**config.mk**
```make
export PLATFORM = sky130hd
export DESIGN_NAME = gregorian_date_to_day_count_unit
export DESIGN_NICKNAME = d
export VERILOG_FILES = /design/src/hdl/gdc_pkg.sv /design/src/hdl/gdc_front.sv /design/src/hdl/gdc_count.sv /design/src/hdl/gdc_stamp.sv /design/src/hdl/gregorian_date_to_day_count_unit.sv
export SDC_FILE = /design/constraint.sdc
export NUM_CORES = 1
export LEC_CHECK = 0
export ABC_CLOCK_PERIOD_IN_PS = 9300
export BUFFER_PORTS_ARGS = -buffer_cell sky130_fd_sc_hd__buf_2
export CORE_UTILIZATION = 57
export CTS_BUF_LIST = sky130_fd_sc_hd__clkbuf_8
export CTS_CLUSTER_SIZE = 28
export DETAILED_ROUTE_END_ITERATION = 7
export PLACE_DENSITY_LB_ADDON = 0.2
export SYNTH_ARGS = -nofsm -noshare
export SYNTH_HDL_FRONTEND = slang
export SYNTH_SLANG_ARGS = --single-unit
```
**constraint.sdc**
```tcl
create_clock -name clk -period 9.3 [get_ports clk]
set_input_delay 1.395 -clock clk [delete_from_list [all_inputs] [get_ports clk]]
set_output_delay 1.395 -clock clk [all_outputs]
set_load 0.05 [all_outputs]
```
**src/hdl/gdc_pkg.sv**
```systemverilog
// Shared widths, constants, payload types and tables for the date conversion unit.
package gdc_pkg;

  localparam int unsigned YEAR_W  = 16;
  localparam int unsigned MONTH_W = 4;
  localparam int unsigned DAY_W   = 5;
  localparam int unsigned COUNT_W = 25;
  localparam int unsigned WDAY_W  = 3;
  localparam int unsigned STAMP_W = 41;
  localparam int unsigned EPOCH_W = 32;
  localparam int unsigned DOY_W   = 9;
  localparam int unsigned YRD_W   = 18;
  localparam int unsigned CYC_W   = 8;
  localparam int unsigned REM_W   = 9;

  localparam logic [YEAR_W-1:0]  BASE_YEAR    = 16'd2000;
  localparam logic [EPOCH_W-1:0] EPOCH_RESET  = 32'd946684800;
  localparam logic [MONTH_W-1:0] MONTH_JAN    = 4'd1;
  localparam logic [MONTH_W-1:0] MONTH_FEB    = 4'd2;
  localparam logic [MONTH_W-1:0] MONTH_DEC    = 4'd12;
  localparam logic [COUNT_W-1:0] DAYS_PER_CYCLE = 25'd146097;
  localparam logic [YRD_W-1:0]   DAYS_PER_YEAR  = 18'd365;
  localparam logic [16:0]        YEARS_PER_CYCLE = 17'd400;

  typedef struct packed {
    logic                 is_leap;
    logic [COUNT_W-1:0]   cyc_days;
    logic [YRD_W-1:0]     yr_days;
    logic [DOY_W-1:0]     doy;
  } front_t;

  typedef struct packed {
    logic                 is_leap;
    logic [COUNT_W-1:0]   total;
  } count_t;

  // Days before the first of the month in a common year.
  function automatic logic [DOY_W-1:0] month_start(input logic [MONTH_W-1:0] m);
    logic [DOY_W-1:0] s;
    unique case (m)
      4'd1:    s = 9'd0;
      4'd2:    s = 9'd31;
      4'd3:    s = 9'd59;
      4'd4:    s = 9'd90;
      4'd5:    s = 9'd120;
      4'd6:    s = 9'd151;
      4'd7:    s = 9'd181;
      4'd8:    s = 9'd212;
      4'd9:    s = 9'd243;
      4'd10:   s = 9'd273;
      4'd11:   s = 9'd304;
      4'd12:   s = 9'd334;
      default: s = 9'd0;
    endcase
    return s;
  endfunction

endpackage

```
**src/hdl/gdc_front.sv**
```systemverilog
// Date decode pipeline: clamping, 400-year split, leap flag and day-of-year terms.
module gdc_front (
  input  logic                        clk,
  input  logic                        rst_n,
  input  logic                        in_valid,
  output logic                        in_ready,
  input  logic [gdc_pkg::YEAR_W-1:0]  in_year,
  input  logic [gdc_pkg::MONTH_W-1:0] in_month,
  input  logic [gdc_pkg::DAY_W-1:0]   in_day,
  output logic                        out_valid,
  input  logic                        out_ready,
  output gdc_pkg::front_t             out_data
);

  localparam logic [12:0] RECIP_25 = 13'd5243;

  logic                           a_valid_r, b_valid_r, c_valid_r;
  logic                           a_en, b_en, c_en;

  logic [gdc_pkg::YEAR_W-1:0]     a_since_r, a_since_nxt;
  logic [gdc_pkg::CYC_W-1:0]      a_q_r, a_q_nxt;
  logic [gdc_pkg::DOY_W-1:0]      a_ms_r, a_ms_nxt;
  logic                           a_late_r, a_late_nxt;
  logic [gdc_pkg::DAY_W-1:0]      a_day_r;

  logic [gdc_pkg::CYC_W-1:0]      b_q_r;
  logic [gdc_pkg::REM_W-1:0]      b_rem_r, b_rem_nxt;
  logic [gdc_pkg::DOY_W-1:0]      b_ms_r;
  logic                           b_late_r;
  logic [gdc_pkg::DAY_W-1:0]      b_day_r;

  gdc_pkg::front_t                c_data_r, c_data_nxt;

  logic [gdc_pkg::YEAR_W-1:0]     year_c;
  logic [gdc_pkg::MONTH_W-1:0]    month_c;
  logic [24:0]                    q_prod;
  logic [16:0]                    cyc_years;
  logic [gdc_pkg::YEAR_W-1:0]     rem_wide;
  logic                           leap;
  logic [gdc_pkg::YRD_W-1:0]      rem_days;
  logic [9:0]                     rem_up;
  logic [7:0]                     quads;
  logic [2:0]                     cents;

  assign c_en     = !c_valid_r || out_ready;
  assign b_en     = !b_valid_r || c_en;
  assign a_en     = !a_valid_r || b_en;
  assign in_ready = a_en;

  // Stage A: clamp the date, estimate the number of whole 400-year cycles and look up the month start.
  always_comb begin
    year_c = (in_year < gdc_pkg::BASE_YEAR) ? gdc_pkg::BASE_YEAR : in_year;
    priority if (in_month < gdc_pkg::MONTH_JAN) begin
      month_c = gdc_pkg::MONTH_JAN;
    end else if (in_month > gdc_pkg::MONTH_DEC) begin
      month_c = gdc_pkg::MONTH_DEC;
    end else begin
      month_c = in_month;
    end
    a_since_nxt = year_c - gdc_pkg::BASE_YEAR;
    q_prod      = {13'd0, a_since_nxt[15:4]} * {12'd0, RECIP_25};
    a_q_nxt     = q_prod[24:17];
    a_ms_nxt    = gdc_pkg::month_start(month_c);
    a_late_nxt  = month_c > gdc_pkg::MONTH_FEB;
  end

  // Stage B: year within the current cycle.
  always_comb begin
    cyc_years = {9'd0, a_q_r} * gdc_pkg::YEARS_PER_CYCLE;
    rem_wide  = a_since_r - cyc_years[15:0];
    b_rem_nxt = rem_wide[gdc_pkg::REM_W-1:0];
  end

  // Stage C: leap flag, day offsets of the cycle and year, day of year.
  always_comb begin
    leap     = (b_rem_r[1:0] == 2'd0) && (b_rem_r != 9'd100) && (b_rem_r != 9'd200)
               && (b_rem_r != 9'd300);
    rem_up   = {1'b0, b_rem_r} + 10'd3;
    quads    = rem_up[9:2];
    priority if (b_rem_r <= 9'd100) begin
      cents = 3'd1;
    end else if (b_rem_r <= 9'd200) begin
      cents = 3'd2;
    end else if (b_rem_r <= 9'd300) begin
      cents = 3'd3;
    end else begin
      cents = 3'd4;
    end
    rem_days = {9'd0, b_rem_r} * gdc_pkg::DAYS_PER_YEAR;
    c_data_nxt.is_leap  = leap;
    c_data_nxt.cyc_days = {17'd0, b_q_r} * gdc_pkg::DAYS_PER_CYCLE;
    c_data_nxt.yr_days  = (b_rem_r == 9'd0) ? 18'd0
                        : rem_days + {10'd0, quads} - {15'd0, cents} + 18'd1;
    c_data_nxt.doy      = b_ms_r + {4'd0, b_day_r} + {8'd0, leap && b_late_r};
  end

  always_ff @(posedge clk) begin
    if (!rst_n) begin
      a_valid_r <= 1'b0;
      b_valid_r <= 1'b0;
      c_valid_r <= 1'b0;
    end else begin
      if (a_en) begin
        a_valid_r <= in_valid;
      end
      if (b_en) begin
        b_valid_r <= a_valid_r;
      end
      if (c_en) begin
        c_valid_r <= b_valid_r;
      end
    end
  end

  always_ff @(posedge clk) begin
    if (a_en) begin
      a_since_r <= a_since_nxt;
      a_q_r     <= a_q_nxt;
      a_ms_r    <= a_ms_nxt;
      a_late_r  <= a_late_nxt;
      a_day_r   <= in_day;
    end
    if (b_en) begin
      b_q_r    <= a_q_r;
      b_rem_r  <= b_rem_nxt;
      b_ms_r   <= a_ms_r;
      b_late_r <= a_late_r;
      b_day_r  <= a_day_r;
    end
    if (c_en) begin
      c_data_r <= c_data_nxt;
    end
  end

  assign out_valid = c_valid_r;
  assign out_data  = c_data_r;

endmodule

```
**src/hdl/gdc_count.sv**
```systemverilog
// Day count stage: sums the cycle, year and day-of-year offsets with saturation at zero.
module gdc_count (
  input  logic            clk,
  input  logic            rst_n,
  input  logic            in_valid,
  output logic            in_ready,
  input  gdc_pkg::front_t in_data,
  output logic            out_valid,
  input  logic            out_ready,
  output gdc_pkg::count_t out_data
);

  logic                           d_valid_r;
  logic                           d_en;
  gdc_pkg::count_t                d_data_r, d_data_nxt;
  logic [gdc_pkg::COUNT_W:0]      sum;
  logic [gdc_pkg::COUNT_W:0]      sum_m1;

  assign d_en     = !d_valid_r || out_ready;
  assign in_ready = d_en;

  // The sum is zero only for January 0 of the base year, which stays at day zero.
  always_comb begin
    sum    = {1'b0, in_data.cyc_days} + {8'd0, in_data.yr_days} + {17'd0, in_data.doy};
    sum_m1 = sum - 26'd1;
    d_data_nxt.is_leap = in_data.is_leap;
    d_data_nxt.total   = (sum == 26'd0) ? 25'd0 : sum_m1[gdc_pkg::COUNT_W-1:0];
  end

  always_ff @(posedge clk) begin
    if (!rst_n) begin
      d_valid_r <= 1'b0;
    end else if (d_en) begin
      d_valid_r <= in_valid;
    end
  end

  always_ff @(posedge clk) begin
    if (d_en) begin
      d_data_r <= d_data_nxt;
    end
  end

  assign out_valid = d_valid_r;
  assign out_data  = d_data_r;

endmodule

```
**src/hdl/gdc_stamp.sv**
```systemverilog
// Output stages: weekday by modulo-7 folding and the seconds stamp.
module gdc_stamp (
  input  logic                        clk,
  input  logic                        rst_n,
  input  logic                        in_valid,
  output logic                        in_ready,
  input  gdc_pkg::count_t             in_data,
  input  logic [gdc_pkg::EPOCH_W-1:0] epoch,
  output logic                        out_valid,
  input  logic                        out_ready,
  output logic                        out_is_leap,
  output logic [gdc_pkg::COUNT_W-1:0] out_day_count,
  output logic [gdc_pkg::WDAY_W-1:0]  out_weekday,
  output logic [gdc_pkg::STAMP_W-1:0] out_seconds_stamp
);

  localparam logic [34:0] SEC_ODD = 35'd675;

  logic                           e_valid_r, f_valid_r;
  logic                           e_en, f_en;

  logic                           e_leap_r;
  logic [gdc_pkg::COUNT_W-1:0]    e_total_r;
  logic [5:0]                     e_fold_r, e_fold_nxt;
  logic [34:0]                    e_prod_r, e_prod_nxt;

  logic                           f_leap_r;
  logic [gdc_pkg::COUNT_W-1:0]    f_total_r;
  logic [gdc_pkg::WDAY_W-1:0]     f_wday_r, f_wday_nxt;
  logic [gdc_pkg::STAMP_W-1:0]    f_secs_r, f_secs_nxt;

  logic [26:0]                    total_pad;
  logic [3:0]                     fold2;
  logic [41:0]                    secs_sum;

  // Maps a value below 15 that is congruent to the day count modulo 7 to the weekday.
  function automatic logic [gdc_pkg::WDAY_W-1:0] wday_of(input logic [3:0] f);
    logic [gdc_pkg::WDAY_W-1:0] w;
    unique case (f)
      4'd0, 4'd7, 4'd14: w = 3'd6;
      4'd1, 4'd8:        w = 3'd7;
      4'd2, 4'd9:        w = 3'd1;
      4'd3, 4'd10:       w = 3'd2;
      4'd4, 4'd11:       w = 3'd3;
      4'd5, 4'd12:       w = 3'd4;
      4'd6, 4'd13:       w = 3'd5;
      default:           w = 3'd6;
    endcase
    return w;
  endfunction

  assign f_en     = !f_valid_r || out_ready;
  assign e_en     = !e_valid_r || f_en;
  assign in_ready = e_en;

  // Since eight is one modulo seven, the octal digits sum to the same residue.
  always_comb begin
    total_pad  = {2'd0, in_data.total};
    e_fold_nxt = 6'd0;
    for (int i = 0; i < 9; i++) begin
      e_fold_nxt = e_fold_nxt + {3'd0, total_pad[3*i +: 3]};
    end
    e_prod_nxt = {10'd0, in_data.total} * SEC_ODD;
  end

  always_comb begin
    fold2      = {1'b0, e_fold_r[5:3]} + {1'b0, e_fold_r[2:0]};
    f_wday_nxt = wday_of(fold2);
    secs_sum   = {e_prod_r, 7'd0} + {10'd0, epoch};
    f_secs_nxt = secs_sum[gdc_pkg::STAMP_W-1:0];
  end

  always_ff @(posedge clk) begin
    if (!rst_n) begin
      e_valid_r <= 1'b0;
      f_valid_r <= 1'b0;
    end else begin
      if (e_en) begin
        e_valid_r <= in_valid;
      end
      if (f_en) begin
        f_valid_r <= e_valid_r;
      end
    end
  end

  always_ff @(posedge clk) begin
    if (e_en) begin
      e_leap_r  <= in_data.is_leap;
      e_total_r <= in_data.total;
      e_fold_r  <= e_fold_nxt;
      e_prod_r  <= e_prod_nxt;
    end
    if (f_en) begin
      f_leap_r  <= e_leap_r;
      f_total_r <= e_total_r;
      f_wday_r  <= f_wday_nxt;
      f_secs_r  <= f_secs_nxt;
    end
  end

  assign out_valid         = f_valid_r;
  assign out_is_leap       = f_leap_r;
  assign out_day_count     = f_total_r;
  assign out_weekday       = f_wday_r;
  assign out_seconds_stamp = f_secs_r;

endmodule

```
**src/hdl/gregorian_date_to_day_count_unit.sv**
```systemverilog
// Top level of the Gregorian date to day count, weekday and seconds stamp converter.
//
// A date (in_year, in_month, in_day) is one input transaction on in_valid/in_ready.
// Each date yields one result transaction on out_valid/out_ready carrying the leap
// flag, the days since 2000-01-01, the weekday (1 is Monday) and the seconds stamp.
// Years below 2000 count as 2000 and months outside 1 to 12 are clamped.
// The datapath is a six-stage pipeline: date decode (three stages), day count
// (one stage) and weekday/seconds (two stages). One date is accepted every cycle
// unless a stalled receiver backs the pipeline up. Each stage holds a valid bit
// and loads when it is empty or its successor loads, so a stalled receiver backs
// the pipeline up without losing transactions; in_ready drops only when all six
// stages hold data and out_ready is low. The epoch offset is written through
// cfg_wr_en/cfg_wr_data and is added in the last stage, so the user must change it
// only while no transaction is in flight; the block does not enforce this.
// Reset empties the pipeline and sets the epoch offset to 946684800.
module gregorian_date_to_day_count_unit (
  input  logic                        clk,
  input  logic                        rst_n,
  input  logic                        in_valid,
  output logic                        in_ready,
  input  logic [gdc_pkg::YEAR_W-1:0]  in_year,
  input  logic [gdc_pkg::MONTH_W-1:0] in_month,
  input  logic [gdc_pkg::DAY_W-1:0]   in_day,
  output logic                        out_valid,
  input  logic                        out_ready,
  output logic                        out_is_leap,
  output logic [gdc_pkg::COUNT_W-1:0] out_day_count,
  output logic [gdc_pkg::WDAY_W-1:0]  out_weekday,
  output logic [gdc_pkg::STAMP_W-1:0] out_seconds_stamp,
  input  logic                        cfg_wr_en,
  input  logic [gdc_pkg::EPOCH_W-1:0] cfg_wr_data
);

  logic [gdc_pkg::EPOCH_W-1:0] epoch_r;
  logic                        front_valid, front_ready;
  gdc_pkg::front_t             front_data;
  logic                        count_valid, count_ready;
  gdc_pkg::count_t             count_data;

  always_ff @(posedge clk) begin
    if (!rst_n) begin
      epoch_r <= gdc_pkg::EPOCH_RESET;
    end else if (cfg_wr_en) begin
      epoch_r <= cfg_wr_data;
    end
  end

  gdc_front u_front (
    .clk       (clk),
    .rst_n     (rst_n),
    .in_valid  (in_valid),
    .in_ready  (in_ready),
    .in_year   (in_year),
    .in_month  (in_month),
    .in_day    (in_day),
    .out_valid (front_valid),
    .out_ready (front_ready),
    .out_data  (front_data)
  );

  gdc_count u_count (
    .clk       (clk),
    .rst_n     (rst_n),
    .in_valid  (front_valid),
    .in_ready  (front_ready),
    .in_data   (front_data),
    .out_valid (count_valid),
    .out_ready (count_ready),
    .out_data  (count_data)
  );

  gdc_stamp u_stamp (
    .clk               (clk),
    .rst_n             (rst_n),
    .in_valid          (count_valid),
    .in_ready          (count_ready),
    .in_data           (count_data),
    .epoch             (epoch_r),
    .out_valid         (out_valid),
    .out_ready         (out_ready),
    .out_is_leap       (out_is_leap),
    .out_day_count     (out_day_count),
    .out_weekday       (out_weekday),
    .out_seconds_stamp (out_seconds_stamp)
  );

endmodule

```
Yosys cells after proc, flatten, opt, wreduce, memory -nomap -nowiden
Memories as Yosys holds them, arrays and structs flattened. A register that Yosys moved wholly into a read port is not among the register bits.
Index checks and enable logic that the tools add are counted.
{ "classes": {"bitwise_logic": 0, "n_div": 0, "muxes": 6, "multipliers": 5, "addsub": 21, "n_eq_ne": 3, "magnitude_cmp": 7, "shifts": 0, "n_reduce_logical": 19} }
{ "ops": {"columns": ["op", "count"], "rows": [
  ["41-bit by 32-bit adder with 41-bit output", 1],
  ["6-bit by 3-bit adder with 6-bit output", 6],
  ["25-bit by 10-bit multiplier with 34-bit output, second input constant", 1],
  ["25-bit by 18-bit adder with 26-bit output", 1],
  ["26-bit by 9-bit adder with 26-bit output", 1],
  ["26-bit logical NOT", 1],
  ["12-bit by 13-bit multiplier with 25-bit output, second input constant", 1],
  ["8-bit by 18-bit multiplier with 25-bit output, second input constant", 1],
  ["25-bit by 1-bit subtractor with 25-bit output, second input constant", 1],
  ["18-bit by 1-bit adder with 18-bit output, second input constant", 1],
  ["18-bit by 8-bit adder with 18-bit output", 1],
  ["9-bit by 9-bit multiplier with 18-bit output, second input constant", 1],
  ["18-bit by 3-bit subtractor with 18-bit output", 1],
  ["16-bit by 11-bit < comparator with 1-bit output, second input constant", 1],
  ["16-bit two-way mux", 1],
  ["16-bit by 11-bit subtractor with 16-bit output, second input constant", 1],
  ["9-bit by 2-bit adder with 10-bit output, second input constant", 1],
  ["9-bit by 1-bit adder with 9-bit output", 1],
  ["9-bit by 5-bit adder with 9-bit output", 1],
  ["9-bit by 7-bit <= comparator with 1-bit output, second input constant", 1],
  ["9-bit by 8-bit <= comparator with 1-bit output, second input constant", 1],
  ["9-bit <= comparator, second input constant", 1],
  ["9-bit logical NOT", 1],
  ["3-bit two-way mux", 3],
  ["15 further kinds", 30]
]} }
{ "totals": {"input_bits": 62, "output_inout_bits": 72, "latchBits": 0, "ff_bits": 305, "mem_bits_ro": 192, "mem_bits_rw": 0, "mem_count": 2} }
{ "mem_list": {"columns": ["name", "depth", "width", "read_ports", "rd_clocked_by_memory_dff", "wr", "line_no", "text"], "rows": [
  ["(name not given)", 16, 9, 1, 1, 0, "gdc_pkg.sv:40", "unique case (m)"],
  ["(name not given)", 16, 3, 1, 1, 0, "gdc_stamp.sv:39", "unique case (f)"]
]} }

Longest topological paths before layout
{ "logic_depth": {"word_depth": 8, "depth_mapped": 31} }

Modules after synthesis
A second synthesis with hierarchy kept.
{ "unflattened": {"hier_cells": 2501, "area_unflattened_um2": 27423.8} }
{ "by_module_without_submodules": {"columns": ["module", "seq_area_each_um2", "cells_per_inst", "n_inst", "area_each_um2"], "rows": [
  ["gdc_front", 3573.4, 1138, 1, 12373.1],
  ["gdc_stamp", 4093.9, 950, 1, 10918.0],
  ["gdc_count", 800.8, 310, 1, 2927.8],
  ["gregorian_date_to_day_count_unit", 640.6, 103, 1, 1204.9]
]} }

Least setup slack after synthesis
Ideal clock, no wire load.
{ "synth_timing": {"path_type": "input -> register", "startpoint": "input in_year[7] (netlist name)", "endpoint": "register u_front.a_q_r[7] (netlist name) (data pin)", "arrival_time_ps": 7679, "setup_slack_ps": 1361, "t_required_ps": 9041, "path_stages": 28, "n_path_buf": 0, "path_cell_list": "nand4_1 o311ai_1 nand2_1 inv_1 ha_1 nor2_1 or2_2 a21oi_1 o21ai_0 fa_1 inv_1 fa_1 inv_1 ha_1 fa_1 inv_1 fa_1 inv_1 ha_1 a2111oi_0 nand2_1 a21oi_1 a21oi_1 a41oi_1 o211ai_1 a31oi_1 o21bai_1 xnor2_1"} }
{ "synth_between": {"elab_chain_cells": 4} }
{ "synth_rtl": {"columns": ["item", "line_no", "text"], "rows": [
  ["from (decl)", "gregorian_date_to_day_count_unit.sv:21", "input logic [gdc_pkg::YEAR_W-1:0] in_year,"],
  ["16-bit by 11-bit < comparator with 1-bit output", "gdc_front.sv:52", "year_c = (in_year < gdc_pkg::BASE_YEAR) ? gdc_pkg::BASE_YEAR : in_year;"],
  ["16-bit two-way mux (*)", "gdc_front.sv:52", null],
  ["16-bit by 11-bit subtractor with 16-bit output (*)", "gdc_front.sv:60", "a_since_nxt = year_c - gdc_pkg::BASE_YEAR;"],
  ["12-bit by 13-bit multiplier with 25-bit output (*)", "gdc_front.sv:61", "q_prod = {13'd0, a_since_nxt[15:4]} * {12'd0, RECIP_25};"],
  ["net u_front.q_prod[24]", "gdc_front.sv:36", "logic [24:0] q_prod;"],
  ["to (signal assigned)", "gdc_front.sv:118", "a_q_r <= a_q_nxt;"],
  ["to (decl)", "gdc_front.sv:21", "logic [gdc_pkg::CYC_W-1:0] a_q_r, a_q_nxt;"]
]} }
Mark *: on every way through the listed nets, which the timed path passes. The rest lies on a longest branch.
A chain may end at the register's enable or synchronous reset.

Worst setup path after layout
{ "layout_timing": {"startpoint": "input in_year[13] (netlist name)", "endpoint": "register u_front.a_q_r[4] (netlist name) (data pin)"} }
{ "layout_between": {"elab_chain_cells": 4} }
{ "layout_rtl": {"columns": ["item", "line_no", "text"], "rows": [
  ["16-bit by 11-bit < comparator with 1-bit output", "gdc_front.sv:52", null],
  ["16-bit two-way mux", "gdc_front.sv:52", null],
  ["16-bit by 11-bit subtractor with 16-bit output", "gdc_front.sv:60", null],
  ["net u_front.a_since_nxt (one bit)", "gdc_front.sv:20", "logic [gdc_pkg::YEAR_W-1:0] a_since_r, a_since_nxt;"],
  ["12-bit by 13-bit multiplier with 25-bit output", "gdc_front.sv:61", null],
  ["net u_front.q_prod[21]", "gdc_front.sv:36", null]
]} }
The timed path passes the listed nets, and every way through them passes these cells.

==> metrics <==
status=complete, but fails checks; failing checks=DRC; TNS Setup=0 ns; H-tree Lvls=2; fraction of registers with async set/reset=0%; detailed-route via count=18100; Max FO, Critical Path=10; CTS Buf Count=55; fraction of layout cells with a size suffix above 1=9.31%; HPWL Detailed=45.2 mm; number of I/O pins=134; worst-skew pair later-pin latency=0.66 ns; Post-Syn Nets=3182; drt drc=13; Post-CTS Setup Bufs=0; TritonRoute pass-1 iters=8; # clock sinks=316; Slew Viols, Final=0; Initial Util=57.8%; Syn Area/Cell=10.7 sq um; Synth Cell Area=0.0270 sq mm; Worst-Margin Slew=1.10 ns; First DRT Iteration DRCs=700; Critical R2R Launch=u_count.out_data[1]; hold path depth=0; global-route wire length before repair=91.2 mm; Die W=220 um; Max Fclk=121 MHz; CORE AREA=0.0467 sq mm; num rows=79; largest net degree at the start of global routing=71; Post-synth EDFFs=278; Die Area=0.0482 sq mm; ant diodes=0; CP endpoint=u_front.a_q_r[4]; initial antenna violation count=0; Critical Path AT=8.67 ns; Synth Warn #=0; CP Class=primary input to register; clock skew=0.0285 ns; Global Route Usage Sum=23.9%; Mapped Cells=2515; RSZ-0062 raised after global routing=no; Post-CTS Hold Buffers=0; register area share after synthesis=33.8%; Routed wire per std cell=16.6 um; Via density=5.44; total grt overflow=0; pre-CTS WS=0.425 ns; Worst-path clk slew=0.06 ns; post-CTS sizing=0; Tmin final=8.28 ns; Core Util, Final=63.2%; CP endpoint kind=register; reg-to-reg slack, setup=3.52 ns; top-area cell type share of the netlist area=31.0%; die height=220 um; Max-cap violations=0; Min-Delay Path Class=register to register; Final period util=89.0%; clk root buf=clkbuf_8; Synth area leaders=edfxtp_1 (31%), ha_1 (19%), fa_1 (15%), inv_1 (6.7%), xnor2_1 (3.5%); CTS tree=built; antenna-violating nets left=0; Final Hold Viols=0; Synth Flop Type=edfxtp_1; fin nets=3347; Req. time, crit path=9.69 ns; final setup margin=1.02 ns; number of global-route vias before repair=18900; Netlist cell types=81; post-synth top area cell=edfxtp_1; I/O Buffers=133; GP Congestion=0.916; CTS Buffer Depth=3; Synth-to-Final Area Change=9.29%; #FFs+latches synth=316; Reg-to-Reg End=u_stamp.e_prod_r[33]; Max transition margin=27.0%; final wirelength=55.4 mm; r2r worst-path depth=17; filler instances=3783; Worst setup SP type=primary input; Setup violations, final=0; CP startpoint=in_year[13]
[critical path: stages]
cell	delay, ns
buf_2	0.12
nor4_1	0.44
o311a_1	0.44
nor2_1	0.24
ha_1	0.37
nor3_1	0.24
a21oi_1	0.07
o21ai_0	0.66
fa_1	0.58
inv_1	0.09
fa_1	0.40
inv_1	0.07
ha_1	0.25
fa_1	0.53
inv_1	0.05
fa_1	0.53
inv_1	0.04
ha_1	0.21
a2111oi_0	0.45
nand2_1	0.11
a21oi_1	0.14
a21oi_1	0.09
a41oi_1	0.41
o21ai_0	0.26
o21a_1	0.23
nor2_1	0.14
xnor2_1	0.08
[worst min-delay path by stage]
stage	startpoint	end	slack, ns
floorplan	u_front.out_data[52]	u_count.out_data[25]	0.40
global placement	u_stamp.e_total_r[3]	u_stamp.out_day_count[3]	0.40
detailed placement	u_front.a_ms_r[2]	u_front.b_ms_r[2]	0.40
CTS	u_stamp.e_leap_r	u_stamp.out_is_leap	0.41
global route	u_stamp.e_leap_r	u_stamp.out_is_leap	0.42
finish	u_stamp.e_leap_r	u_stamp.out_is_leap	0.41
[flip-flops by register name, summed over array words and instances (netlist names), 6 cells and up]
name,cells
epoch_r,32
u_count.out_data,26
u_front.a_ms_r,9
u_front.a_q_r,8
u_front.a_since_r,9
u_front.b_ms_r,9
u_front.b_q_r,8
u_front.b_rem_r,9
u_front.out_data,53
u_stamp.e_fold_r,6
u_stamp.e_prod_r,34
u_stamp.e_total_r,24
u_stamp.out_day_count,25
u_stamp.out_seconds_stamp,41
[per-layer routing]
layer  up-vias  part of all wire, %  GRT usage [%]
met5         -                    0              0
met4         0                  3.1           8.22
met3       103                  3.0           3.41
met2       300                   54           45.8
met1      8817                   40           26.7
li1       8914                    -              -
[cells in the final DEF (no fill, tap or decap), drive strengths merged, types with 16 or more instances in the layout]
cell type,netlist,routed
clkinv,0,26
a21o,44,44
inv,484,495
ha,405,405
nor3,39,39
xor2,48,48
nand3,29,29
nand2,104,104
and3,16,16
o21ai,73,73
a211oi,22,22
o211ai,17,17
xnor2,109,109
buf,9,141
mux2i,36,36
a21oi,125,125
edfxtp,278,278
clkbuf,24,55
fa,200,200
nor2,140,140
dfxtp,38,38
nand2b,18,18
o21a,23,23
nor2b,46,46
[per-stage QoR]
stage          hold WS, ns  instances  instance area [sq um]
6_report             0.410       3334                  29500
5_1_grt              0.420       3334                  29500
4_1_cts              0.415       3334                  29500
3_5_place_dp         0.405       3230                  28300
3_3_place_gp         0.402       3230                  28300
2_1_floorplan        0.400       2515                  27000
[cells in the mapped netlist (23+ instances only)]
master / count
a21o_1: 44
nor3_1: 38
clkbuf_1: 24
dfxtp_1: 38
xnor2_1: 109
inv_1: 484
nor2b_1: 46
o21a_1: 23
o21ai_0: 70
nor2_1: 138
nand3_1: 29
a21oi_1: 124
mux2i_1: 36
nand2_1: 104
ha_1: 405
fa_1: 200
xor2_1: 48
edfxtp_1: 278
[final cells by class]
cell class	count	area (sq um)	area share [%]
multi-input combinational	1682	15900	54.0
sequential	316	9110	30.9
inverter	484	1820	6.16
tap	607	759	2.58
clock buffer	55	757	2.57
timing repair buffer	141	726	2.46
clock inverter	49	395	1.34
[kinds of logic after synthesis]
group	synth area share [%]
buffers and inverters	7.25
flip-flops	33.8
AND/OR/NAND/NOR	8.55
multiplexers	1.54
AO/OA/AOI/OAI	10.1
adder cells (fa/ha/maj)	33.6
XOR/XNOR	5.10
Power is left out: the tool's default activity adds up to more than one toggle a clock period on the data nets, which glitch-free logic cannot reach.
